**src/rtl/tar_pkg.sv**
```systemverilog
// shared types and constants of the axis reduction block
`default_nettype none
package tar_pkg;
	localparam int unsigned INNER_MAX_DEF = 1024;
	localparam int unsigned AXIS_MAX_DEF = 16777216;
	localparam int unsigned OUTER_MAX_DEF = 16777216;
	localparam int unsigned VAL_W = 56;
	localparam int unsigned ELEM_W = 32;
	localparam int unsigned IDX_W = 24;
	localparam int unsigned CFG_IDX_W = 2;
	localparam int unsigned CFG_DATA_W = 25;
	localparam int unsigned QUOT_W = VAL_W;

	typedef enum logic [1:0] {
		MODE_SUM  = 2'd0,
		MODE_MEAN = 2'd1,
		MODE_MAX  = 2'd2,
		MODE_MIN  = 2'd3
	} mode_t;

	typedef enum logic [1:0] {
		REG_OP_MODE     = 2'd0,
		REG_OUTER_COUNT = 2'd1,
		REG_AXIS_LENGTH = 2'd2,
		REG_INNER_COUNT = 2'd3
	} reg_idx_t;

	typedef enum logic [1:0] {
		DIV_IDLE = 2'd0,
		DIV_RUN  = 2'd1,
		DIV_DONE = 2'd2
	} div_state_t;

	typedef struct packed {
		logic signed [VAL_W-1:0] value;
		logic [IDX_W-1:0]        index;
		logic                    sat;
		logic                    last;
	} result_t;
endpackage
`default_nettype wire

```
**src/rtl/tar_divider.sv**
```systemverilog
// sequential signed divider, one quotient bit per cycle, truncating toward zero
`default_nettype none
module tar_divider #(
	parameter int unsigned DIV_W = 25
) (
	input  wire logic                                 clk,
	input  wire logic                                 arst_n,
	input  wire logic                                 start,
	input  wire logic signed [tar_pkg::VAL_W-1:0]     dividend,
	input  wire logic [DIV_W-1:0]                     divisor,
	output logic                                      done,
	output logic signed [tar_pkg::VAL_W-1:0]          quotient,
	input  wire logic                                 ack
);
	localparam int unsigned W = tar_pkg::VAL_W;
	localparam int unsigned CW = $clog2(W + 1);

	tar_pkg::div_state_t state_q, state_d;
	logic [W-1:0]     num_q;
	logic [W-1:0]     quo_q;
	logic [DIV_W:0]   rem_q;
	logic [DIV_W-1:0] den_q;
	logic             neg_q;
	logic [CW-1:0]    cnt_q;
	logic [DIV_W:0]   rem_sh;
	logic [DIV_W+1:0] rem_sub;

	assign rem_sh = {rem_q[DIV_W-1:0], num_q[W-1]};
	assign rem_sub = {1'b0, rem_sh} - {2'b00, den_q};

	always_comb begin
		state_d = state_q;
		case (state_q)
			tar_pkg::DIV_IDLE: if (start) state_d = tar_pkg::DIV_RUN;
			tar_pkg::DIV_RUN: if (cnt_q == CW'(W - 1)) state_d = tar_pkg::DIV_DONE;
			tar_pkg::DIV_DONE: if (ack) state_d = tar_pkg::DIV_IDLE;
			default: state_d = tar_pkg::DIV_IDLE;
		endcase
	end

	always_comb begin
		done = (state_q == tar_pkg::DIV_DONE);
		quotient = neg_q ? -$signed(quo_q) : $signed(quo_q);
	end

	always_ff @(posedge clk or negedge arst_n) begin
		if (!arst_n) begin
			state_q <= tar_pkg::DIV_IDLE;
			cnt_q <= '0;
		end else begin
			state_q <= state_d;
			if (state_q == tar_pkg::DIV_RUN) cnt_q <= cnt_q + CW'(1);
			else cnt_q <= '0;
		end
	end

	always_ff @(posedge clk) begin
		if (state_q == tar_pkg::DIV_IDLE && start) begin
			num_q <= dividend[W-1] ? W'(-dividend) : W'(dividend);
			neg_q <= dividend[W-1];
			den_q <= divisor;
			rem_q <= '0;
			quo_q <= '0;
		end else if (state_q == tar_pkg::DIV_RUN) begin
			num_q <= {num_q[W-2:0], 1'b0};
			if (!rem_sub[DIV_W+1]) begin
				rem_q <= rem_sub[DIV_W:0];
				quo_q <= {quo_q[W-2:0], 1'b1};
			end else begin
				rem_q <= rem_sh;
				quo_q <= {quo_q[W-2:0], 1'b0};
			end
		end
	end
endmodule
`default_nettype wire

```
**config.mk**
```make
export PLATFORM = sky130hd
export DESIGN_NAME = tar_divider
export DESIGN_NICKNAME = d
export VERILOG_FILES = /design/src/rtl/tar_pkg.sv /design/src/rtl/tar_divider.sv
export SDC_FILE = /design/constraint.sdc
export NUM_CORES = 1
export LEC_CHECK = 0
export BUFFER_PORTS_ARGS = -buffer_cell sky130_fd_sc_hd__buf_2
export CAP_MARGIN = 15
export CORE_ASPECT_RATIO = 1.2
export CORE_MARGIN = 2
export CORE_UTILIZATION = 50
export CTS_BUF_LIST = sky130_fd_sc_hd__clkbuf_16
export DETAILED_ROUTE_END_ITERATION = 7
export HOLD_SLACK_MARGIN = 0.06
export PLACE_DENSITY = 0.77
export SLEW_MARGIN = 10
export SYNTH_ARGS = -nofsm -noshare
export SYNTH_HDL_FRONTEND = slang
export SYNTH_SLANG_ARGS = --single-unit
```
**constraint.sdc**
```tcl
create_clock -name clk -period 3.5 [get_ports clk]
set_input_delay 0.175 -clock clk [delete_from_list [all_inputs] [get_ports clk]]
set_output_delay 0.175 -clock clk [all_outputs]
set_load 0.01 [all_outputs]
```
Word-level counts from Yosys, hierarchy flattened
Cells that the tools add are included.
Widths: inputs -> output; s select.

storage, ports and cells
  bits in registers = 171
  input bits = 85
  output and inout bits = 57
  word-level logic and storage cells = 32

cells by class
  add/sub/neg operators = 4
  equal/unequal tests = 6
  muxes and demuxes = 11
  reductions and logical operators = 4

operators with widths
  operator             number
  $mux 56              4
  $neg 56->56          2
  $sub 26x25->27       1
  $mux 25              1
  $add 6x1->6 const B  1
  $eq 6x6->1 const B   1
  $mux 2               3
  $mux 6               1
  $pmux 2 s3           1
  $ne 2x2->1 const B   2
  $reduce_and 3->1     1
  $eq 2x1->1 const B   1
  $eq 2x2->1 const B   1
  $logic_not 2->1      1
  $ne 2x1->1 const B   1
  $reduce_bool 2->1    1
  $logic_and 1x1->1    1
  $mux 1               1

Longest topological paths before layout
Gate-level depths: netlist (run 1).

  depth in word-level cells = 3
  depth in mapped cells = 13
  mapped depth without buffers = 12

Worst setup path before layout (run 1)
Ideal clock, no wire load.

  path kind = reg-to-output
  from = register quo_q[39]
  to = output quotient[51] (netlist name)
  arrival = 2.749 ns
  data required time = 3.325 ns
  path slack = 0.576 ns
  cell stages (with the launch flop) = 8
  buffers on the path = 0
  cells stage by stage = dfxtp_1 or4_1 or3_1 or4b_1 or2_1 or3_4 o41ai_2 xnor2_1

on the way
  longest elaborated chain between the ends = 2

ends and longest elaborated chain
  item                      line               source
  start: declaration        tar_divider.sv:20  logic [W-1:0] quo_q;
  start signal: assignment  tar_divider.sv:68  quo_q <= {quo_q[W-2:0], 1'b1};
  start signal: assignment  tar_divider.sv:71  quo_q <= {quo_q[W-2:0], 1'b0};
  $neg 56->56               tar_divider.sv:43  quotient = neg_q ? -$signed(quo_q) : $signed(quo_q);
  $mux 56                   tar_divider.sv:43
  end: declaration          tar_divider.sv:12  output logic signed [tar_pkg::VAL_W-1:0] quotient,

Every way passes these cells.

Worst setup path in the final report (run 1)
  from = register quo_q[40]
  to = output quotient[51] (netlist name)

Same word-level chain as after synthesis.

==> results.py, run 1 <==
metrics = {
    "global_route": {
        "grt_overflow": 0,
        "antenna_found_initial": 5,
        "grt_max_degree": 74,
        "met1_usage_pct": 26.35,
        "first_global_vias": 7478,
        "grtUsageMet3_pct": 4.859,
        "grt.met2_usage_pct": 35.58,
        "grt-busiest-layer": "met2",
        "track_usage_pct": 20.83,
        "grt_first_pass_wirelength_mm": 35.47,
    },
    "worst_setup_path": {
        "r2r_cells": 10,
        "r2r_start": "rem_q[10]$_SDFFE_PP0P_",
        "path_class": "flip-flop to output port",
        "path_cells": "or4_4, or3_4, or4b_4, or2_4, or3_4, o41ai_4, xnor2_1, buf_2",
        "cp.required_ns": 3.32,
        "worst-endpoint-arrival_ns": 3.35,
        "worst_path_largest_cell_delay_ns": 0.53,
        "r2r_end": "rem_q[11]$_SDFFE_PP0P_",
        "crit_end": "quotient[51]",
        "path_buf_inv": 1,
        "cp_top_family": "simple AND/OR/NAND/NOR gates",
        "critical_path.max_fanout": 6,
        "startpoint": "quo_q[40]$_SDFFE_PP0P_",
        "startpoint_type": "flip-flop",
        "cp-end-kind": "output port",
        "crit_top_cell": "or3_4",
        "worst-r2r-setup-slack_ns": 0.43,
        "critical-path-slowest-cell": "or4_4",
        "cp.depth": 8,
    },
    "timing": {
        "min_period_over_period_pct": 100.8,
        "drv_slew": 0,
        "setup_tns_ns": -0.04463,
        "slew_headroom_pct": 38.67,
        "setup_viol": 2,
        "worst_pin_slew_ns": 0.9199,
        "finClkSkew_ns": 0.009851,
        "finalCriticalPeriod_ns": 3.530,
        "rsz0062_at_grt": "true",
        "fmax_mhz": 283.3,
        "hold_violations": 0,
        "setup_ws_ns": -0.02961,
    },
    "detailed_routing": {
        "post-route-drc-count": 0,
        "ant_nets": 0,
        "vias": 8011,
        "vias_per_cell": 5.642,
        "dr.pass1.iters": 5,
        "routed_wirelength_mm": 21.49,
        "wl_per_cell_um": 15.14,
        "drt_iter0_drc": 580,
    },
    "hold_path": {
        "min_path_type": "input pin to flip-flop",
    },
    "floorplanning": {
        "num_io_pins": 142,
        "dieArea_mm2": 0.02062,
        "core_mm2": 0.01899,
        "die_h_um": 156.9,
        "initial_core_util_pct": 51.28,
        "die_x_um": 131.4,
        "rows": 55,
    },
    "place": {
        "gp_congestion": 0.8708,
        "placed_cells": 1350,
        "hpwl_mm": 15.02,
        "place_ws_ns": 0.2748,
        "io_buffers": 141,
    },
    "final_layout": {
        "syn_to_final_growth_pct": 19.41,
        "final_util_pct": 61.23,
        "multi_input_comb_area_mm2": 0.005181,
        "fillers": 1620,
        "seq_area_mm2": 0.004302,
        "fin_cells": 1420,
        "layout-drive-gt1-share_pct": 21.02,
        "nNetsFinal": 1262,
    },
    "yosys": {
        "syn_nets": 1110,
        "synth_top_area_share_pct": 25.28,
        "ys_ff_latch": 171,
        "synth_cells": 996,
        "ys_warn_count": 0,
        "ys_types": 70,
        "ys_top_cells_by_area": "edfxtp_1 (25%), dfxtp_1 (17%), xnor2_1 (5.8%)",
        "synth-edff-count": 82,
        "synth.yosys.seq_area_share_pct": 43.99,
        "async_reset_ff_share_pct": 4.678,
        "post-synth-top-area-cell": "edfxtp_1",
        "synth_area_per_cell_um2": 9.778,
        "synth_area_mm2": 0.009739,
        "ys.flop_type": "edfxtp_1",
    },
    "pwr": {
        "finalPower_mw": 8.306,
        "power_density_mw_per_mm2": 714.2,
        "leakagePower_nw": 4.886,
        "p_clk_share_pct": 20.7,
        "combPwrFrac_pct": 40.2,
        "power_switching_share_pct": 35.83,
        "ir_drop_mv": 0.4258,
        "intPower_mw": 5.330,
        "p_switching_mw": 2.976,
        "p_seq_share_pct": 39.1,
    },
    "run": {
        "drv_cap": 0,
    },
    "cts": {
        "numClockSinks": 171,
        "htreeDepth": 4,
        "clk_pin_slew_ns": 0.06,
        "cts_buffers": 17,
        "cts_tree": "built",
        "clock_latency_ns": 0.42,
        "cts_root_buf": "clkbuf_16",
        "cts_buffer_depth": 2,
    },
    "run_status": {
        "status": "complete, but fails checks",
        "violations": "negative setup slack",
    },
}
## state kept, by name, summed over array words and instances (netlist names)
register,flops
quo_q,56
rem_q,25
cnt_q,6
num_q,56
state_q,2
neg_q,1
den_q,25
## final cells by class
type	instances	share of cell area [%]
antenna	3	0.06455
clock buffer	17	3.658
clock inverter	15	0.9467
inverter	40	1.291
multi-input combinational	729	44.55
sequential	171	36.99
tap	256	2.754
timing repair buffer	189	9.747
## timing repair
| action | in CTS | in global routing |
|---|---|---|
| gates resized for setup | 14 | 18 |
| endpoints found under the setup margin | 10 | 12 |
| pin swaps | 1 | 9 |
| hold buffers | 27 | 0 |
| hold endpoints to repair | 34 | 0 |
| gates cloned | 0 | 0 |
| setup buffers | 0 | 8 |
## worst min path at each step
stage	startpoint	endpoint	slack, ns	depth (start not counted)
5_1_grt	dividend[52]	num_q[52]$_DFFE_PP_	0.11	3
3_5_place_dp	arst_n	cnt_q[5]$_DFF_PN0_	0.02	1
3_3_place_gp	arst_n	cnt_q[5]$_DFF_PN0_	0.02	1
4_1_cts	dividend[52]	num_q[52]$_DFFE_PP_	0.10	3
2_1_floorplan	arst_n	cnt_q[0]$_DFF_PN0_	-0.12	0
6_report	dividend[52]	num_q[52]$_DFFE_PP_	0.12	3
## cell families after synthesis
group,Yosys count,share of synthesized area [%]
flops,171,43.99
xor+xnor,130,11.69
fa+ha+maj,29,3.803
mux,9,0.9250
compound gates,323,22.61
buf+inv,96,4.034
simple gates,238,12.95
## synth_stat cells, drive strengths merged, types with 8 or more instances
cell type and instances:
buf 12, clkbuf 43, dfrtp 8, xnor2 65
nand4 8, ha 28, o21ai 119, nand3 18
inv 40, a21oi 36, or4 18, a22o 56
o31ai 36, or2 9, edfxtp 82, xor2 65
dfxtp 81, mux2i 9, nand2 107, or3 12
o41ai 16, a21o 18, nor2 25
## power by group through the flow
| stage | clock [mW] | sequential [mW] | combinational, mW |
|---|---|---|---|
| CTS | 1.76 | 3.23 | 3.23 |
| global placement | 0 | 3.25 | 3.07 |
| global route | 1.85 | 3.33 | 3.73 |
| floorplan | 0 | 3.13 | 2.44 |
| detailed placement | 0 | 3.26 | 3.16 |
| finish | 1.72 | 3.25 | 3.34 |
## metrics by stage
step           hold WS (ns)  area (µm²)
2_1_floorplan       -0.1206        9739
3_3_place_gp        0.02299       10650
3_5_place_dp        0.02440       10650
4_1_cts              0.1025       11500
5_1_grt              0.1122       11630
6_report             0.1167       11630
## cells in the final DEF, fill, tap and decap left out, types with 29 or more instances in the layout
master,instances
edfxtp_1,82
buf_2,141
a22o_1,56
inv_1,40
o31ai_1,29
o21ai_0,108
xor2_1,65
a21oi_1,36
xnor2_1,65
nand2_1,106
dfxtp_1,75
## routing by layer
layer / vias up / wire length [µm]
met5: - / 22
met4: 4 / 308
met3: 29 / 1060
met2: 219 / 10480
met1: 3779 / 9621
li1: 3980 / -
## worst min-delay path: stages
cell	delay [ns]
buf_2	0.09
xor2_1	0.06
o21ai_1	0.10
No activity file was read; power rests on OpenSTA's default activity.
==> inputs of run 2 (changes only) <==
- RECOVER_POWER: not set -> 50
==> run 2 against run 1 <==
Utilization fell by 0.27 points. Total power barely moved. Fmax barely moved. Clock power barely moved. Cell count did not move. Register-to-register slack improved by 0.02 ns. Via count fell by 0.56%. Sequential cell count did not move. The run ends with max-capacitance violations, max-slew violations, negative setup slack left. Highest routed layer unchanged. Critical path depth did not move.
==> results.py, run 2 (synthesis results as in run 1) <==
metrics = {
    "run_status": {
        "status": "complete, but fails checks",
        "violations": "max-capacitance violations, max-slew violations, negative setup slack",
    },
    "global_route": {
        "grt_max_degree": 74,
        "grt_first_pass_wirelength_mm": 35.47,
        "track_usage_pct": 20.83,
        "grt_overflow": 0,
        "first_global_vias": 7478,
        "antenna_found_initial": 5,
    },
    "detailed_routing": {
        "dr.pass1.iters": 5,
        "post-route-drc-count": 0,
        "routed_wirelength_mm": 21.48,
        "vias_per_cell": 5.610,
        "drt_iter0_drc": 587,
        "ant_nets": 0,
        "vias": 7966,
        "wl_per_cell_um": 15.12,
    },
    "cts": {
        "cts_buffers": 17,
        "clk_pin_slew_ns": 0.06,
        "cts_buffer_depth": 2,
        "clock_latency_ns": 0.42,
        "cts_tree": "built",
        "htreeDepth": 4,
        "numClockSinks": 171,
        "cts_root_buf": "clkbuf_16",
    },
    "worst_setup_path": {
        "critical_path.max_fanout": 6,
        "cp.required_ns": 3.32,
        "path_class": "flip-flop to output port",
        "r2r_cells": 9,
        "startpoint_type": "flip-flop",
        "cp-end-kind": "output port",
        "worst-endpoint-arrival_ns": 3.36,
    },
    "timing": {
        "finClkSkew_ns": 0.009099,
        "worst_pin_slew_ns": 2.170,
        "min_period_over_period_pct": 100.9,
        "setup_viol": 2,
        "setup_ws_ns": -0.03211,
        "rsz0062_at_grt": "true",
        "slew_headroom_pct": -44.70,
        "finalCriticalPeriod_ns": 3.532,
        "hold_violations": 0,
        "fmax_mhz": 283.1,
        "worst_hold_slack_ns": 0.1179,
        "drv_slew": 131,
    },
    "floorplanning": {
        "dieArea_mm2": 0.02062,
        "num_io_pins": 142,
        "die_h_um": 156.9,
        "rows": 55,
        "initial_core_util_pct": 51.28,
        "core_mm2": 0.01899,
        "die_x_um": 131.4,
    },
    "pwr": {
        "power_density_mw_per_mm2": 716.7,
        "finalPower_mw": 8.298,
        "ir_drop_mv": 0.4279,
        "leakagePower_nw": 4.837,
    },
    "final_layout": {
        "fin_cells": 1420,
        "final_cell_mix": "buf_2 (137), o21ai_0 (108), nand2_1 (107)",
        "top_regs": "num_q: 56 flops, quo_q: 56 flops",
        "layout-drive-gt1-share_pct": 19.98,
        "fillers": 1636,
        "seq_area_mm2": 0.004302,
        "multi_input_comb_area_mm2": 0.005155,
        "syn_to_final_growth_pct": 18.88,
        "final_util_pct": 60.96,
        "mostFrequentLayoutCell": "buf_2",
        "nNetsFinal": 1262,
    },
    "hold_path": {
        "min_path_type": "input pin to flip-flop",
        "hold-path-cell-count": 3,
    },
    "run": {
        "drv_cap": 3,
    },
    "place": {
        "hpwl_mm": 15.02,
        "gp_congestion": 0.8708,
        "placed_cells": 1350,
        "io_buffers": 141,
    },
}
[run 2: power by group]
part | switching (mW) | internal, mW | total (mW)
sequential | 0.458 | 2.79 | 3.25
clock | 0.755 | 0.962 | 1.72
combinational | 1.76 | 1.57 | 3.33
[run 2: area by class of cell]
class | count | share of cell area [%]
Inverter | 40 | 1.297
Multi-Input combinational cell | 729 | 44.52
Clock inverter | 15 | 0.9509
Antenna cell | 3 | 0.06484
Timing Repair Buffer | 189 | 9.574
Clock buffer | 17 | 3.674
Sequential cell | 171 | 37.15
Tap cell | 256 | 2.766
[run 2: what timing repair did]
item | in CTS | in global routing
hold endpoints to repair | 34 | 0
pin swaps | 1 | 9
hold buffers | 27 | 0
setup endpoints to repair | 10 | 12
resized for setup | 14 | 18
setup buffers | 0 | 8
[run 2: per-layer routing]
| metal | part of all wire (%) | wire length (µm) | vias up | track usage, % |
|---|---|---|---|---|
| met4 | 1.4 | 303 | 4 | 6.315 |
| met3 | 5.0 | 1081 | 27 | 4.859 |
| met1 | 45 | 9608 | 3753 | 26.35 |
| li1 | - | - | 3978 | - |
| met5 | 0.10 | 22 | - | 0 |
| met2 | 49 | 10460 | 204 | 35.58 |
[run 2: path summary, 6_finish.rpt]
kind | startpoint | end | slack, ns
setup / recovery | quo_q[40]$_SDFFE_PP0P_ | quotient[51] | -0.03
hold / removal | dividend[52] | num_q[52]$_DFFE_PP_ | 0.12
setup reg to reg | rem_q[10]$_SDFFE_PP0P_ | rem_q[17]$_SDFFE_PP0P_ | 0.45
hold reg to reg | cnt_q[0]$_DFF_PN0_ | cnt_q[0]$_DFF_PN0_ | 0.47
max in group asynchronous | arst_n | cnt_q[3]$_DFF_PN0_ | 2.96
min in group asynchronous | arst_n | cnt_q[0]$_DFF_PN0_ | 0.24
[run 2: stage by stage]
step / cell area (µm²) / setup slack (ns) / setup TNS, ns
after global placement: 10650 / 0.3570 / 0
final: 11580 / -0.03211 / -0.04964
after CTS: 11500 / -0.05681 / -0.09150
after detailed placement: 10650 / 0.2748 / 0
after global routing: 11580 / -0.1468 / -0.5958
after floorplan: 9739 / 0.5757 / 0
[run 2: critical path: stages (launching register included)]
cell and delay [ns]:
dfxtp_2 0.35, or4_4 0.53, or3_4 0.36, or4b_4 0.49, or2_4 0.25, or3_4 0.43
o41ai_4 0.22, xnor2_1 0.16, buf_2 0.15
==> inputs of run 3 (changes only) <==
- BUFFER_PORTS_ARGS: -buffer_cell sky130_fd_sc_hd__buf_2 -> not set
- CELL_PAD_IN_SITES_DETAIL_PLACEMENT: not set -> 0
- CELL_PAD_IN_SITES_GLOBAL_PLACEMENT: not set -> 2
- CORE_UTILIZATION: 50 -> 40
- DONT_BUFFER_PORTS: not set -> 1
- PLACE_DENSITY: 0.77 -> 0.85
==> run 3 against run 2 <==
The flow now finishes without violations. Largest power group is now registers. Register-to-register slack improved by 0.05 ns. Sequential share of layout area rose by 0.28 points. Fmax rose by 1.8%. Cell count fell by 2.5%. Critical path type unchanged. Critical endpoint unchanged. First-iteration DRC count fell by 36%.
==> results.py, run 3 (synthesis results as in run 1) <==
metrics = {
    "cts": {
        "cts_tree": "built",
        "htreeDepth": 4,
        "cts_buffers": 17,
        "clk_pin_slew_ns": 0.07,
        "numClockSinks": 171,
        "cts_buffer_depth": 2,
        "clock_latency_ns": 0.43,
        "cts_root_buf": "clkbuf_16",
    },
    "final_layout": {
        "final_cell_mix": "o21ai_0 (111), nand2_1 (107), edfxtp_1 (82), dlygate4sd3_1 (82), dfxtp_1 (75)",
        "mostFrequentLayoutCell": "o21ai_0",
        "layout-drive-gt1-share_pct": 8.553,
        "nNetsFinal": 1165,
        "stdcell_area_mm2": 0.01146,
        "top_regs": "num_q: 56 flops, quo_q: 56 flops",
        "syn_to_final_growth_pct": 17.72,
        "antenna_cells": 0,
        "final_util_pct": 47.83,
    },
    "detailed_routing": {
        "ant_nets": 0,
        "routed_wirelength_mm": 22.77,
        "vias_per_cell": 5.452,
        "wl_per_cell_um": 16.45,
        "post-route-drc-count": 0,
        "vias": 7545,
        "dr.pass1.iters": 4,
        "drt_iter0_drc": 373,
    },
    "worst_setup_path": {
        "r2r_end": "rem_q[16]$_SDFFE_PP0P_",
        "r2r_cells": 11,
        "startpoint_type": "flip-flop",
        "cp-end-kind": "output port",
        "critical_path.max_fanout": 7,
        "worst-r2r-setup-slack_ns": 0.50,
        "crit_end": "quotient[51]",
        "path_class": "flip-flop to output port",
        "r2r_start": "den_q[11]$_DFFE_PP_",
        "startpoint": "quo_q[39]$_SDFFE_PP0P_",
        "worst-endpoint-arrival_ns": 3.29,
        "cp.required_ns": 3.32,
    },
    "floorplanning": {
        "core_mm2": 0.02397,
        "die_x_um": 146.4,
        "rows": 62,
        "dieArea_mm2": 0.02562,
        "die_h_um": 174.9,
        "initial_core_util_pct": 40.63,
        "num_io_pins": 142,
    },
    "global_route": {
        "track_usage_pct": 17.92,
        "grt_first_pass_wirelength_mm": 37.72,
        "grt_max_degree": 85,
        "antenna_found_initial": 0,
        "first_global_vias": 7424,
        "grt_overflow": 0,
    },
    "pwr": {
        "p_clk_share_pct": 22.7,
        "leakagePower_nw": 4.502,
        "combPwrFrac_pct": 37.4,
        "intPower_mw": 5.113,
        "power_density_mw_per_mm2": 711.0,
        "power_switching_share_pct": 37.27,
        "ir_drop_mv": 0.3238,
        "finalPower_mw": 8.151,
        "p_seq_share_pct": 39.9,
        "p_switching_mw": 3.038,
    },
    "timing": {
        "finClkSkew_ns": 0.01245,
        "slew_headroom_pct": 4.465,
        "setup_viol": 0,
        "drv_slew": 0,
        "fmax_mhz": 288.3,
        "worst_pin_slew_ns": 1.430,
        "hold_violations": 0,
        "min_period_over_period_pct": 99.11,
        "finalCriticalPeriod_ns": 3.469,
        "worst_hold_slack_ns": 0.07517,
        "rsz0062_at_grt": "true",
    },
    "place": {
        "gp_congestion": 0.7806,
        "hpwl_mm": 15.56,
        "place_area_mm2": 0.01001,
        "io_buffers": 0,
    },
    "hold_path": {
        "min_path_type": "input pin to flip-flop",
    },
    "run_status": {
        "status": "finished clean",
    },
    "run": {
        "drv_cap": 0,
    },
}
[run 3: cell types whose count changed in the layout (fill, tap and decap cells not counted), moves of 5 or more]
cell           before  now
buf_2             137    0
dlygate4sd3_1      27   82
clkbuf_1            8    1
clkinv_1            5    0
inv_6               0    8
buf_4              15    5
[run 3: worst min path at each step]
stage,startpoint,to,slack (ns),cells after the start
floorplan,arst_n,cnt_q[0]$_DFF_PN0_,-0.12,0
global placement,arst_n,cnt_q[0]$_DFF_PN0_,-0.12,0
detailed placement,arst_n,cnt_q[3]$_DFF_PN0_,-0.12,0
CTS,dividend[54],num_q[55]$_DFFE_PP_,0.07,2
global route,dividend[36],num_q[36]$_DFFE_PP_,0.06,2
finish,dividend[36],num_q[36]$_DFFE_PP_,0.08,2
[run 3: routing by layer]
metal  vias to the layer above  GRT usage [%]  part of all wire, %
li1                       3782              -                    -
met1                      3595          24.27                   48
met2                       150          29.23                   47
met3                        18          3.838                  4.2
met4                         0          4.733                  1.2
met5                         -              0                    0
[run 3: power groups by stage]
| stage | combinational, mW | sequential (mW) | clock, mW |
|---|---|---|---|
| finish | 3.05 | 3.25 | 1.85 |
| global route | 3.44 | 3.34 | 1.97 |
| CTS | 3.03 | 3.25 | 1.89 |
| detailed placement | 2.93 | 3.27 | 0 |
| global placement | 2.91 | 3.27 | 0 |
| floorplan | 2.44 | 3.13 | 0 |
[run 3: layout make-up]
cell class | count | area (µm²)
clock inverters | 15 | 137.6
repair buffers | 92 | 882.1
flip-flops and latches | 171 | 4292
fillers | 2286 | 12510
clock buffers | 17 | 425.4
multi-input cells | 729 | 5177
inverters | 40 | 150.1
well taps | 320 | 400.4
[run 3: critical path, stage by stage (launching register included)]
cell     delay [ns]
dfxtp_2        0.36
or4_4          0.55
or3_4          0.35
or4b_1         0.49
or2_1          0.26
or3_4          0.42
o41ai_4        0.27
xnor2_2        0.18
[run 3: what timing repair did]
action                                  4_1_cts  5_1_grt
pin swaps                                     4        4
hold buffers                                 82        0
buffers inserted                              0        0
gates cloned                                  0        0
gates resized for setup                       7       17
hold endpoints to repair                     90        0
endpoints found under the setup margin        3       11
[run 3: stage by stage]
| step | TNS (ns) | std cells | worst slack [ns] |
|---|---|---|---|
| final | 0 | 1384 | 0.03107 |
| after global routing | -0.2634 | 1384 | -0.08065 |
| after CTS | -0.03082 | 1384 | -0.02396 |
| after detailed placement | 0 | 1270 | 0.4074 |
| after global placement | 0 | 1270 | 0.4436 |
| after floorplan | 0 | 996 | 0.5757 |
